==> config.mk <==
export PLATFORM = sky130hd
export DESIGN_NAME = chaotic_sequence_generator_top
export DESIGN_NICKNAME = d
export VERILOG_FILES = /design/src/csg_pkg.sv /design/src/csg_qmul.sv /design/src/csg_cell.sv /design/src/chaotic_sequence_generator_top.sv
export SDC_FILE = /design/constraint.sdc
export NUM_CORES = 2
export LEC_CHECK = 0
export BUFFER_PORTS_ARGS = -buffer_cell sky130_fd_sc_hd__buf_2
export CAP_MARGIN = 10
export CORE_ASPECT_RATIO = 0.7
export CORE_MARGIN = 8
export CORE_UTILIZATION = 44
export DETAILED_ROUTE_END_ITERATION = 8
export GPL_ROUTABILITY_DRIVEN = 0
export REMOVE_ABC_BUFFERS = 1
export SLEW_MARGIN = 15
export SYNTH_ARGS = -nofsm -noshare
export SYNTH_HDL_FRONTEND = slang
export SYNTH_SLANG_ARGS = --single-unit
==> constraint.sdc <==
create_clock -name i_clk -period 34.5 [get_ports i_clk]
set_input_delay 0 -clock i_clk [delete_from_list [all_inputs] [get_ports i_clk]]
set_output_delay 0 -clock i_clk [all_outputs]
set_load 0.05 [all_outputs]
==> src/csg_pkg.sv <==
// shared constants, types and fixed-point helpers for the chaotic sequence generator
package csg_pkg;

    localparam int FRAC_BITS  = 16;
    localparam int CELL_COUNT = 8;
    localparam int QW         = FRAC_BITS + 8;
    localparam int SW         = 15;
    localparam int PW         = 14;
    localparam int SCALE      = 10000;

    localparam longint ONE_L = longint'(1) << FRAC_BITS;

    // reciprocal multipliers for divisions by constants, rounded up
    localparam int     RECIP_K = 32;
    localparam int     SAMP_K  = 36;
    localparam longint M_RMAP  = ((longint'(9999) * ONE_L << RECIP_K) + 99999999) / 100000000;
    localparam longint M_RHEN  = ((longint'(4) * ONE_L << RECIP_K) + 99999) / 100000;
    localparam longint M_DER   = ((ONE_L << RECIP_K) + 9999) / 10000;
    localparam longint M_DERH  = ((longint'(3) * ONE_L << RECIP_K) + 19999) / 20000;
    localparam longint M_SAMPH = ((longint'(20000) << SAMP_K) + 3 * ONE_L - 1) / (3 * ONE_L);

    localparam logic signed [QW-1:0] ONE_Q  = QW'(ONE_L);
    localparam logic signed [QW-1:0] HALF_Q = QW'(ONE_L / 2);
    localparam logic signed [QW-1:0] B_Q    = QW'((3 * ONE_L) / 10);
    localparam logic signed [QW-1:0] HALF3  = QW'((3 * ONE_L) / 2);
    localparam logic signed [QW-1:0] Q_MAX  = {1'b0, {(QW-1){1'b1}}};
    localparam logic signed [QW-1:0] Q_MIN  = {1'b1, {(QW-1){1'b0}}};

    localparam logic [1:0] MODE_LOGISTIC = 2'd0;
    localparam logic [1:0] MODE_CUBIC    = 2'd1;
    localparam logic [1:0] MODE_HENON    = 2'd2;
    localparam logic [1:0] MODE_CELL     = 2'd3;

    localparam logic OP_STEP = 1'b0;
    localparam logic OP_LOAD = 1'b1;

    localparam logic REG_MODE  = 1'b0;
    localparam logic REG_PARAM = 1'b1;

    typedef struct packed {
        logic signed [QW-1:0] wx;
        logic signed [SW-1:0] last;
    } t_derive;

    // saturate a wider signed value to the working width
    function automatic logic signed [QW-1:0] sat_q(input logic signed [QW+2:0] v);
        logic signed [QW+2:0] hi;
        logic signed [QW+2:0] lo;
        hi = (QW+3)'(Q_MAX);
        lo = (QW+3)'(Q_MIN);
        if (v > hi) return Q_MAX;
        if (v < lo) return Q_MIN;
        return v[QW-1:0];
    endfunction

endpackage

==> src/csg_qmul.sv <==
// shared fixed-point multiplier: sign-magnitude product truncated toward zero, saturated, registered
module csg_qmul import csg_pkg::*; (
    input  logic                 i_clk,
    input  logic                 i_en,
    input  logic signed [QW-1:0] i_a,
    input  logic signed [QW-1:0] i_b,
    output logic signed [QW-1:0] o_p
);

    logic                   neg;
    logic [QW-1:0]          ma;
    logic [QW-1:0]          mb;
    logic [2*QW-1:0]        prod;
    logic [2*QW-FRAC_BITS-1:0] pm;
    logic signed [QW-1:0]   n_p;
    logic signed [QW-1:0]   r_p;

    always_comb begin
        neg  = i_a[QW-1] ^ i_b[QW-1];
        ma   = i_a[QW-1] ? (~i_a + QW'(1)) : i_a;
        mb   = i_b[QW-1] ? (~i_b + QW'(1)) : i_b;
        prod = (2*QW)'(ma) * (2*QW)'(mb);
        pm   = prod[2*QW-1:FRAC_BITS];
        if (pm > (2*QW-FRAC_BITS)'(Q_MAX)) begin
            n_p = neg ? Q_MIN : Q_MAX;
        end else begin
            n_p = neg ? -$signed(pm[QW-1:0]) : $signed(pm[QW-1:0]);
        end
    end

    always_ff @(posedge i_clk) begin
        if (i_en) begin
            r_p <= n_p;
        end
    end

    assign o_p = r_p;

endmodule

==> src/csg_cell.sv <==
// one generation of the wrapping elementary cellular automaton
module csg_cell import csg_pkg::*; (
    input  logic [CELL_COUNT-1:0] i_cells,
    input  logic [7:0]            i_rule,
    output logic [CELL_COUNT-1:0] o_cells
);

    for (genvar i = 0; i < CELL_COUNT; i++) begin : g_cell
        localparam int RN = (i == 0) ? CELL_COUNT - 1 : i - 1;
        localparam int LN = (i == CELL_COUNT - 1) ? 0 : i + 1;
        assign o_cells[i] = i_rule[{i_cells[LN], i_cells[i], i_cells[RN]}];
    end

endmodule

==> src/chaotic_sequence_generator_top.sv <==
// chaotic sequence generator: sequencer around one shared fixed-point multiplier
// load request: no result; the input is ready again the next cycle
// step request: cellular mode goes straight to the finish state; the map modes first pass
//   through the multiply state once per product (logistic 2, henon 3, cubic 4); one request at a time,
//   limited by the single multiplier that the map's dependent products share
// synchronous active-low reset: mode 0, param 5000, x = 0.5, previous x = 0, last = 5000
module chaotic_sequence_generator_top import csg_pkg::*; (
    input  logic                 i_clk,
    input  logic                 i_rst_n,
    input  logic                 i_valid,
    output logic                 o_stall,
    input  logic                 i_opcode,
    input  logic signed [SW-1:0] i_load_value,
    output logic                 o_valid,
    input  logic                 i_stall,
    output logic signed [SW-1:0] o_sample,
    input  logic                 i_psel,
    input  logic                 i_penable,
    input  logic                 i_pwrite,
    input  logic [2:0]           i_paddr,
    input  logic [31:0]          i_pwdata,
    output logic [31:0]          o_prdata,
    output logic                 o_pready
);

    localparam logic [1:0] ST_IDLE = 2'd0;
    localparam logic [1:0] ST_MUL  = 2'd1;
    localparam logic [1:0] ST_FIN  = 2'd2;

    logic [1:0]           r_state, n_state;
    logic [1:0]           r_step, n_step;
    logic [1:0]           r_mode;
    logic [PW-1:0]        r_param;
    logic signed [QW-1:0] r_wx, r_px, r_keep, r_rmap, r_rhen;
    logic signed [SW-1:0] r_last;
    logic signed [SW-1:0] r_sample;
    logic                 r_oval;

    logic                 in_acc, cfg_wr, out_free, mul_en;
    logic [PW-1:0]        psat;
    logic [63:0]          rm_prod, rh_prod;
    logic signed [QW-1:0] acc, op_a, op_b, x0, omx, omr, new_x;
    logic signed [QW+2:0] hn;
    logic [1:0]           last_step;
    logic signed [SW-1:0] load_sat, new_sample;
    logic [QW-1:0]        smag;
    logic [63:0]          sprod;
    logic [21:0]          squo;
    logic [CELL_COUNT-1:0] cells_next;
    logic [7:0]           rule;
    t_derive              drv;
    logic [1:0]           drv_mode;
    logic signed [SW-1:0] drv_lv;

    assign in_acc   = i_valid && !o_stall;
    assign cfg_wr   = i_psel && i_penable && i_pwrite && o_pready;
    assign out_free = !r_oval || !i_stall;
    assign o_stall  = (r_state != ST_IDLE);
    assign o_valid  = r_oval;
    assign o_sample = r_sample;
    assign o_pready = 1'b1;
    assign o_prdata = (i_paddr[2] == REG_PARAM) ? {{(32-PW){1'b0}}, r_param}
                                                 : {30'd0, r_mode};

    // map coefficients follow param through a register
    assign psat    = (r_param > PW'(SCALE)) ? PW'(SCALE) : r_param;
    assign rm_prod = 64'(psat) * 64'(M_RMAP);
    assign rh_prod = 64'(psat) * 64'(M_RHEN);
    assign rule    = (r_param > PW'(255)) ? 8'hff : r_param[7:0];

    csg_cell u_cell (
        .i_cells (r_last[CELL_COUNT-1:0]),
        .i_rule  (rule),
        .o_cells (cells_next)
    );

    // operand selection for the shared multiplier
    always_comb begin
        x0  = r_wx[QW-1] ? '0 : r_wx;
        omx = sat_q((QW+3)'(ONE_Q) - (QW+3)'(x0));
        omr = sat_q((QW+3)'(ONE_Q) - (QW+3)'(r_rmap));
        op_a = r_wx;
        op_b = r_wx;
        last_step = 2'd0;
        unique case (r_mode)
            MODE_LOGISTIC: begin
                last_step = 2'd1;
                op_a = (r_step == 2'd0) ? x0 : acc;
                op_b = (r_step == 2'd0) ? r_rmap : omx;
            end
            MODE_CUBIC: begin
                last_step = 2'd3;
                unique case (r_step)
                    2'd0: begin op_a = r_wx;   op_b = r_wx; end
                    2'd1: begin op_a = acc;    op_b = r_wx; end
                    2'd2: begin op_a = r_rmap; op_b = acc;  end
                    default: begin op_a = r_wx; op_b = omr; end
                endcase
            end
            MODE_HENON: begin
                last_step = 2'd2;
                unique case (r_step)
                    2'd0:    begin op_a = r_wx; op_b = r_wx;   end
                    2'd1:    begin op_a = acc;  op_b = r_rhen; end
                    default: begin op_a = B_Q;  op_b = r_px;   end
                endcase
            end
            default: last_step = 2'd0;
        endcase
    end

    assign mul_en = (r_state == ST_MUL);

    csg_qmul u_mul (
        .i_clk (i_clk),
        .i_en  (mul_en),
        .i_a   (op_a),
        .i_b   (op_b),
        .o_p   (acc)
    );

    // final value and sample
    always_comb begin
        hn = (QW+3)'(ONE_Q) - (QW+3)'(r_keep) + (QW+3)'(acc);
        if (hn < -(QW+3)'(HALF3)) hn = -(QW+3)'(HALF3) - hn;
        if (hn > (QW+3)'(HALF3))  hn = (QW+3)'(HALF3) - hn;
        unique case (r_mode)
            MODE_CUBIC: new_x = sat_q((QW+3)'(r_keep) + (QW+3)'(acc));
            MODE_HENON: new_x = sat_q(hn);
            default:    new_x = acc;
        endcase
        smag = new_x[QW-1] ? (~new_x + QW'(1)) : new_x;
        if (r_mode == MODE_HENON) begin
            sprod = 64'(smag) * 64'(M_SAMPH);
            squo  = sprod[SAMP_K +: 22];
        end else begin
            sprod = 64'(smag) * 64'(SCALE);
            squo  = sprod[FRAC_BITS +: 22];
        end
        if (squo > 22'(SCALE)) squo = 22'(SCALE);
        if (r_mode == MODE_CELL) begin
            new_sample = SW'(cells_next);
        end else begin
            new_sample = new_x[QW-1] ? -$signed(squo[SW-1:0]) : $signed(squo[SW-1:0]);
        end
    end

    // rebuild the working value from the load value or the last sample
    always_comb begin
        logic [PW-1:0] lmag;
        logic [63:0]   dprod;
        logic [QW-1:0] dq;
        if (i_load_value > SW'(SCALE)) begin
            load_sat = SW'(SCALE);
        end else if (i_load_value < -SW'(SCALE)) begin
            load_sat = -SW'(SCALE);
        end else begin
            load_sat = i_load_value;
        end
        drv_mode = (cfg_wr && i_paddr[2] == REG_MODE) ? i_pwdata[1:0] : r_mode;
        drv_lv   = in_acc ? load_sat : r_last;
        lmag  = drv_lv[SW-1] ? PW'(-drv_lv) : PW'(drv_lv);
        dprod = 64'(lmag) * ((drv_mode == MODE_HENON) ? 64'(M_DERH) : 64'(M_DER));
        dq    = dprod[RECIP_K +: QW];
        drv.wx   = r_wx;
        drv.last = drv_lv;
        if (drv_mode == MODE_CELL) begin
            if (drv_lv > SW'(255)) drv.last = SW'(255);
            if (drv_lv[SW-1])      drv.last = '0;
        end else begin
            drv.wx = drv_lv[SW-1] ? -$signed(dq) : $signed(dq);
        end
    end

    always_comb begin
        n_state = r_state;
        n_step  = r_step;
        unique case (r_state)
            ST_IDLE: begin
                n_step = 2'd0;
                if (in_acc && i_opcode == OP_STEP) begin
                    n_state = (r_mode == MODE_CELL) ? ST_FIN : ST_MUL;
                end
            end
            ST_MUL: begin
                n_step = r_step + 2'd1;
                if (r_step == last_step) n_state = ST_FIN;
            end
            ST_FIN: begin
                if (out_free) n_state = ST_IDLE;
            end
            default: n_state = ST_IDLE;
        endcase
    end

    always_ff @(posedge i_clk) begin
        r_rmap <= QW'(3 * ONE_L) + QW'(rm_prod[RECIP_K +: QW]);
        r_rhen <= ONE_Q + QW'(rh_prod[RECIP_K +: QW]);
        if (mul_en) r_keep <= acc;
        if (r_state == ST_FIN && out_free) r_sample <= new_sample;
        if (!i_rst_n) begin
            r_state <= ST_IDLE;
            r_step  <= 2'd0;
            r_mode  <= MODE_LOGISTIC;
            r_param <= PW'(5000);
            r_wx    <= HALF_Q;
            r_px    <= '0;
            r_last  <= SW'(5000);
            r_oval  <= 1'b0;
        end else begin
            r_state <= n_state;
            r_step  <= n_step;
            if (r_oval && !i_stall && !(r_state == ST_FIN && out_free)) r_oval <= 1'b0;
            if (cfg_wr) begin
                if (i_paddr[2] == REG_MODE) r_mode <= i_pwdata[1:0];
                else                        r_param <= i_pwdata[PW-1:0];
            end
            if (cfg_wr || (in_acc && i_opcode == OP_LOAD)) begin
                r_wx   <= drv.wx;
                r_last <= drv.last;
            end
            if (r_state == ST_FIN && out_free) begin
                r_oval <= 1'b1;
                r_last <= new_sample;
                if (r_mode != MODE_CELL) r_wx <= new_x;
                if (r_mode == MODE_HENON) r_px <= r_wx;
            end
        end
    end

endmodule

==> metrics.txt <==
number of buffers added by the clock tree synthesis step 17; share of async-settable or async-resettable flops after synthesis 0%; WL final 238000 µm; pre-CTS WS 14.17 ns; final core utilization 46.8%; die area 183000 µm²; EDFF count, synth 63; part of the cycle the worst path needs 61.1%; source-to-sink clock delay at the later pin of the worst-skew pair 0.50 ns; CTS Sinks 181; post-synthesis cell count 8562; count of unique library cells instantiated by Yosys 113; result of the run complete, no violations; DR DRC count 0; share of final-layout standard cells stronger than drive strength 1 4.77%; Avg Synthesized Cell Area 8.69 µm²; Crit path arrival time 21.40 ns; Slew Viols, Final 0; Synth Area in Compound Gates 12.4%; via count of the first global-routing pass 61248; setup clock skew after layout 0.0184 ns; post-DR wirelength/cell 22.1 µm; simple-gate portion of the synthesized area 12.6%; Highest Clock Rate 47.5 MHz; xor/xnor cell area share of the yosys netlist 3.51%; cell area after synthesis 74400 µm²; number of antenna violations at the first check in global routing 9; largest incremental delay on the critical path 0.81 ns; global-route total usage across every layer 25.7%; category of the critical setup timing path reg -> reg; first-pass iteration count of the detailed router 9; sequential fraction of the synthesis area 5.71%; final hold viol count 0; overflow left after global routing 0; TritonCTS clock tree built; setup TNS after final layout 0 ns; number of violations of the max-capacitance limit 0; Nets 10951; clock-pin slew of the registers on the worst-case setup and hold paths 0.08 ns; largest net degree at the start of global routing 54; critical path endpoint category flop; slowest cell on the critical path sky130_fd_sc_hd__o22ai_1; wire length of the first global-routing pass 367000 µm; largest driver fanout on the critical path 24; Detail Placement HPWL 196000 µm; number of buffers added on ports 68; core box area 168000 µm²; adder and majority gate portion of the synthesized area 53.4%; Site Rows 126; average via count per standard cell 5.62; maximum buffer depth of the clock tree 2; area overhead of the layout relative to synthesis 5.97%; category of the worst setup path launch point flop; measured slew at the worst slew-check pin 1.26 ns; worst slew margin relative to its limit 15.9%; number of routed nets with antenna violations 0; Horiz. Die Dim 508 µm; Yosys reg bits 181; setup repair after global routing missed its margin false; CP most frequent cell sky130_fd_sc_hd__ha_1; Hold/Removal Path Class in -> reg; fraction of synthesized area in multiplexers 0.931%; fin crit period 21.07 ns; Post-CTS Setup Bufs 0; starting DRC count in detailed routing 6193; via count of the routed design 60493; Worst Hold Margin 0.0283 ns; root buffer cell sky130_fd_sc_hd__clkbuf_16; Yosys warnings 0; data required time at the worst endpoint 34.83 ns; htree depth 4; Die H 360 µm; Final WS setup 13.43 ns; initial cell density of the core 44.2%; most common flop cell mapped by yosys sky130_fd_sc_hd__dfxtp_1; Top-Level Pins 108; Gates resized, CTS repair 0; Setup-failing EPs final 0; main combinational cell family by area after synthesis adder cells
[sequential cells by signal, indices dropped and copies added, names as in the netlist, 15 cells and up]
name       flops
o_sample      15
r_px          24
r_keep        24
r_rhen        16
r_last        15
r_rmap        18
u_mul.o_p     24
r_wx          24
[critical path, delay by kind of cell (launching register included)]
| family | cells | cell delay, ns |
|---|---|---|
| buf+inv | 7 | 1.19 |
| flops | 1 | 0.34 |
| compound gates | 21 | 7.73 |
| simple gates | 18 | 6.14 |
| xor+xnor | 2 | 0.44 |
| fa+ha+maj | 11 | 4.97 |
[cell type report]
cell class                 count  area, µm²
multi-input combinational   6168      62600
fill                       16275      89500
clock buffer                  18        429
clock inverter                14        103
inverter                    1916       7190
timing repair buffer         214       1480
antenna                        7       17.5
sequential                   181       4250
tap                         2240       2800
[synth_stat cells, types with 13 or more instances]
cell | number | area [µm²]
sky130_fd_sc_hd__nand3_1 | 104 | 521
sky130_fd_sc_hd__xor2_1 | 125 | 1090
sky130_fd_sc_hd__buf_2 | 13 | 65.1
sky130_fd_sc_hd__o31ai_1 | 29 | 218
sky130_fd_sc_hd__a21boi_0 | 27 | 203
sky130_fd_sc_hd__or3_1 | 26 | 163
sky130_fd_sc_hd__nand4_1 | 49 | 307
sky130_fd_sc_hd__xnor2_1 | 168 | 1470
sky130_fd_sc_hd__mux2i_1 | 31 | 310
sky130_fd_sc_hd__edfxtp_1 | 63 | 1890
sky130_fd_sc_hd__o22ai_1 | 42 | 263
sky130_fd_sc_hd__nor2b_1 | 132 | 826
sky130_fd_sc_hd__nand2b_1 | 71 | 444
sky130_fd_sc_hd__or2_2 | 29 | 181
sky130_fd_sc_hd__nor3_1 | 104 | 521
sky130_fd_sc_hd__buf_4 | 21 | 158
sky130_fd_sc_hd__o21ai_1 | 16 | 80.1
sky130_fd_sc_hd__dfxtp_1 | 118 | 2360
sky130_fd_sc_hd__fa_1 | 1302 | 26100
sky130_fd_sc_hd__a211oi_1 | 36 | 270
sky130_fd_sc_hd__nor3b_1 | 16 | 120
sky130_fd_sc_hd__o21bai_1 | 21 | 158
sky130_fd_sc_hd__o32ai_1 | 16 | 140
sky130_fd_sc_hd__nor2_1 | 393 | 1480
sky130_fd_sc_hd__a22o_1 | 17 | 149
sky130_fd_sc_hd__o211ai_1 | 35 | 263
sky130_fd_sc_hd__a221o_1 | 20 | 200
sky130_fd_sc_hd__buf_1 | 29 | 109
sky130_fd_sc_hd__a221oi_1 | 24 | 210
sky130_fd_sc_hd__a21o_1 | 109 | 818
sky130_fd_sc_hd__a21oi_1 | 380 | 1900
sky130_fd_sc_hd__o21ai_0 | 256 | 1280
sky130_fd_sc_hd__and3_1 | 30 | 188
sky130_fd_sc_hd__inv_1 | 1912 | 7180
sky130_fd_sc_hd__a22oi_1 | 58 | 435
sky130_fd_sc_hd__clkbuf_1 | 264 | 991
sky130_fd_sc_hd__and2_1 | 99 | 619
sky130_fd_sc_hd__o41ai_1 | 13 | 114
sky130_fd_sc_hd__ha_1 | 1093 | 13700
sky130_fd_sc_hd__nor4_1 | 24 | 150
sky130_fd_sc_hd__o21a_1 | 63 | 473
sky130_fd_sc_hd__nand2_1 | 856 | 3210
sky130_fd_sc_hd__a31oi_1 | 49 | 307
sky130_fd_sc_hd__or4_1 | 23 | 173
[path summary, 6_finish.rpt]
check / slack, ns / depth (start not counted) / endpoint / from
min reg2reg: 0.46 / 2 / r_px[20] / r_px[20]
max reg2reg: 13.43 / 59 / r_last[12] / u_mul.o_p[16]
min: 0.03 / 2 / r_param[7] / i_rst_n
max: 13.43 / 59 / r_last[12] / u_mul.o_p[16]
[cell families (layout without fill, tap and decap cells)]
kind of cell               Yosys count  in the layout
buffers and inverters             2245           2162
muxes                               53             53
xor gates and xnor gates           295            295
and+or+nand+nor                   2010           2010
AOI/OAI and AO/OA                 1381           1381
adders and majority gates         2395           2395
DFF                                181            181
other                                2             41
[placed cells by master, fill, tap and decap left out, types with 26 or more instances in the layout]
cell                       instances
sky130_fd_sc_hd__inv_1          1911
sky130_fd_sc_hd__fa_1           1302
sky130_fd_sc_hd__ha_1           1089
sky130_fd_sc_hd__nand2_1         856
sky130_fd_sc_hd__nor2_1          389
sky130_fd_sc_hd__a21oi_1         380
sky130_fd_sc_hd__o21ai_0         256
sky130_fd_sc_hd__xnor2_1         149
sky130_fd_sc_hd__nor2b_1         131
sky130_fd_sc_hd__buf_4           130
sky130_fd_sc_hd__dfxtp_1         118
sky130_fd_sc_hd__a21o_1          109
sky130_fd_sc_hd__nand3_1         104
sky130_fd_sc_hd__nor3_1          103
sky130_fd_sc_hd__xor2_1          102
sky130_fd_sc_hd__and2_1           99
sky130_fd_sc_hd__nand2b_1         71
sky130_fd_sc_hd__buf_2            68
sky130_fd_sc_hd__o21a_1           63
sky130_fd_sc_hd__edfxtp_1         63
sky130_fd_sc_hd__a22oi_1          58
sky130_fd_sc_hd__a31oi_1          49
sky130_fd_sc_hd__nand4_1          49
sky130_fd_sc_hd__o22ai_1          42
sky130_fd_sc_hd__a211oi_1         36
sky130_fd_sc_hd__o211ai_1         35
sky130_fd_sc_hd__conb_1           34
sky130_fd_sc_hd__mux2i_1          30
sky130_fd_sc_hd__and3_1           30
sky130_fd_sc_hd__or2_2            29
sky130_fd_sc_hd__a21boi_0         26
sky130_fd_sc_hd__or3_1            26
sky130_fd_sc_hd__o31ai_1          26
[routing by layer]
layer / vias up / routed length, µm / track usage (%)
li1: 27237 / - / -
met2: 2796 / 94900 / 36.3
met5: - / 195 / 0.760
met4: 2 / 5750 / 5.48
met3: 347 / 28700 / 8.58
met1: 30111 / 108000 / 38.1
[metrics by stage]
| step | instance area [µm²] | instances |
|---|---|---|
| 6_report | 78900 | 10758 |
| 5_1_grt | 78900 | 10751 |
| 4_1_cts | 78800 | 10751 |
| 3_5_place_dp | 78100 | 10703 |
| 3_3_place_gp | 78100 | 10703 |
| 2_1_floorplan | 73200 | 8265 |
[what timing repair did]
| action | in CTS | in global routing |
|---|---|---|
| endpoints found under the hold margin | 18 | 0 |
| hold buffers | 16 | 0 |
| endpoints found under the setup margin | 0 | 0 |
Power is left out: the tool's default activity adds up to more than one toggle a clock period on the data nets, which glitch-free logic cannot reach.
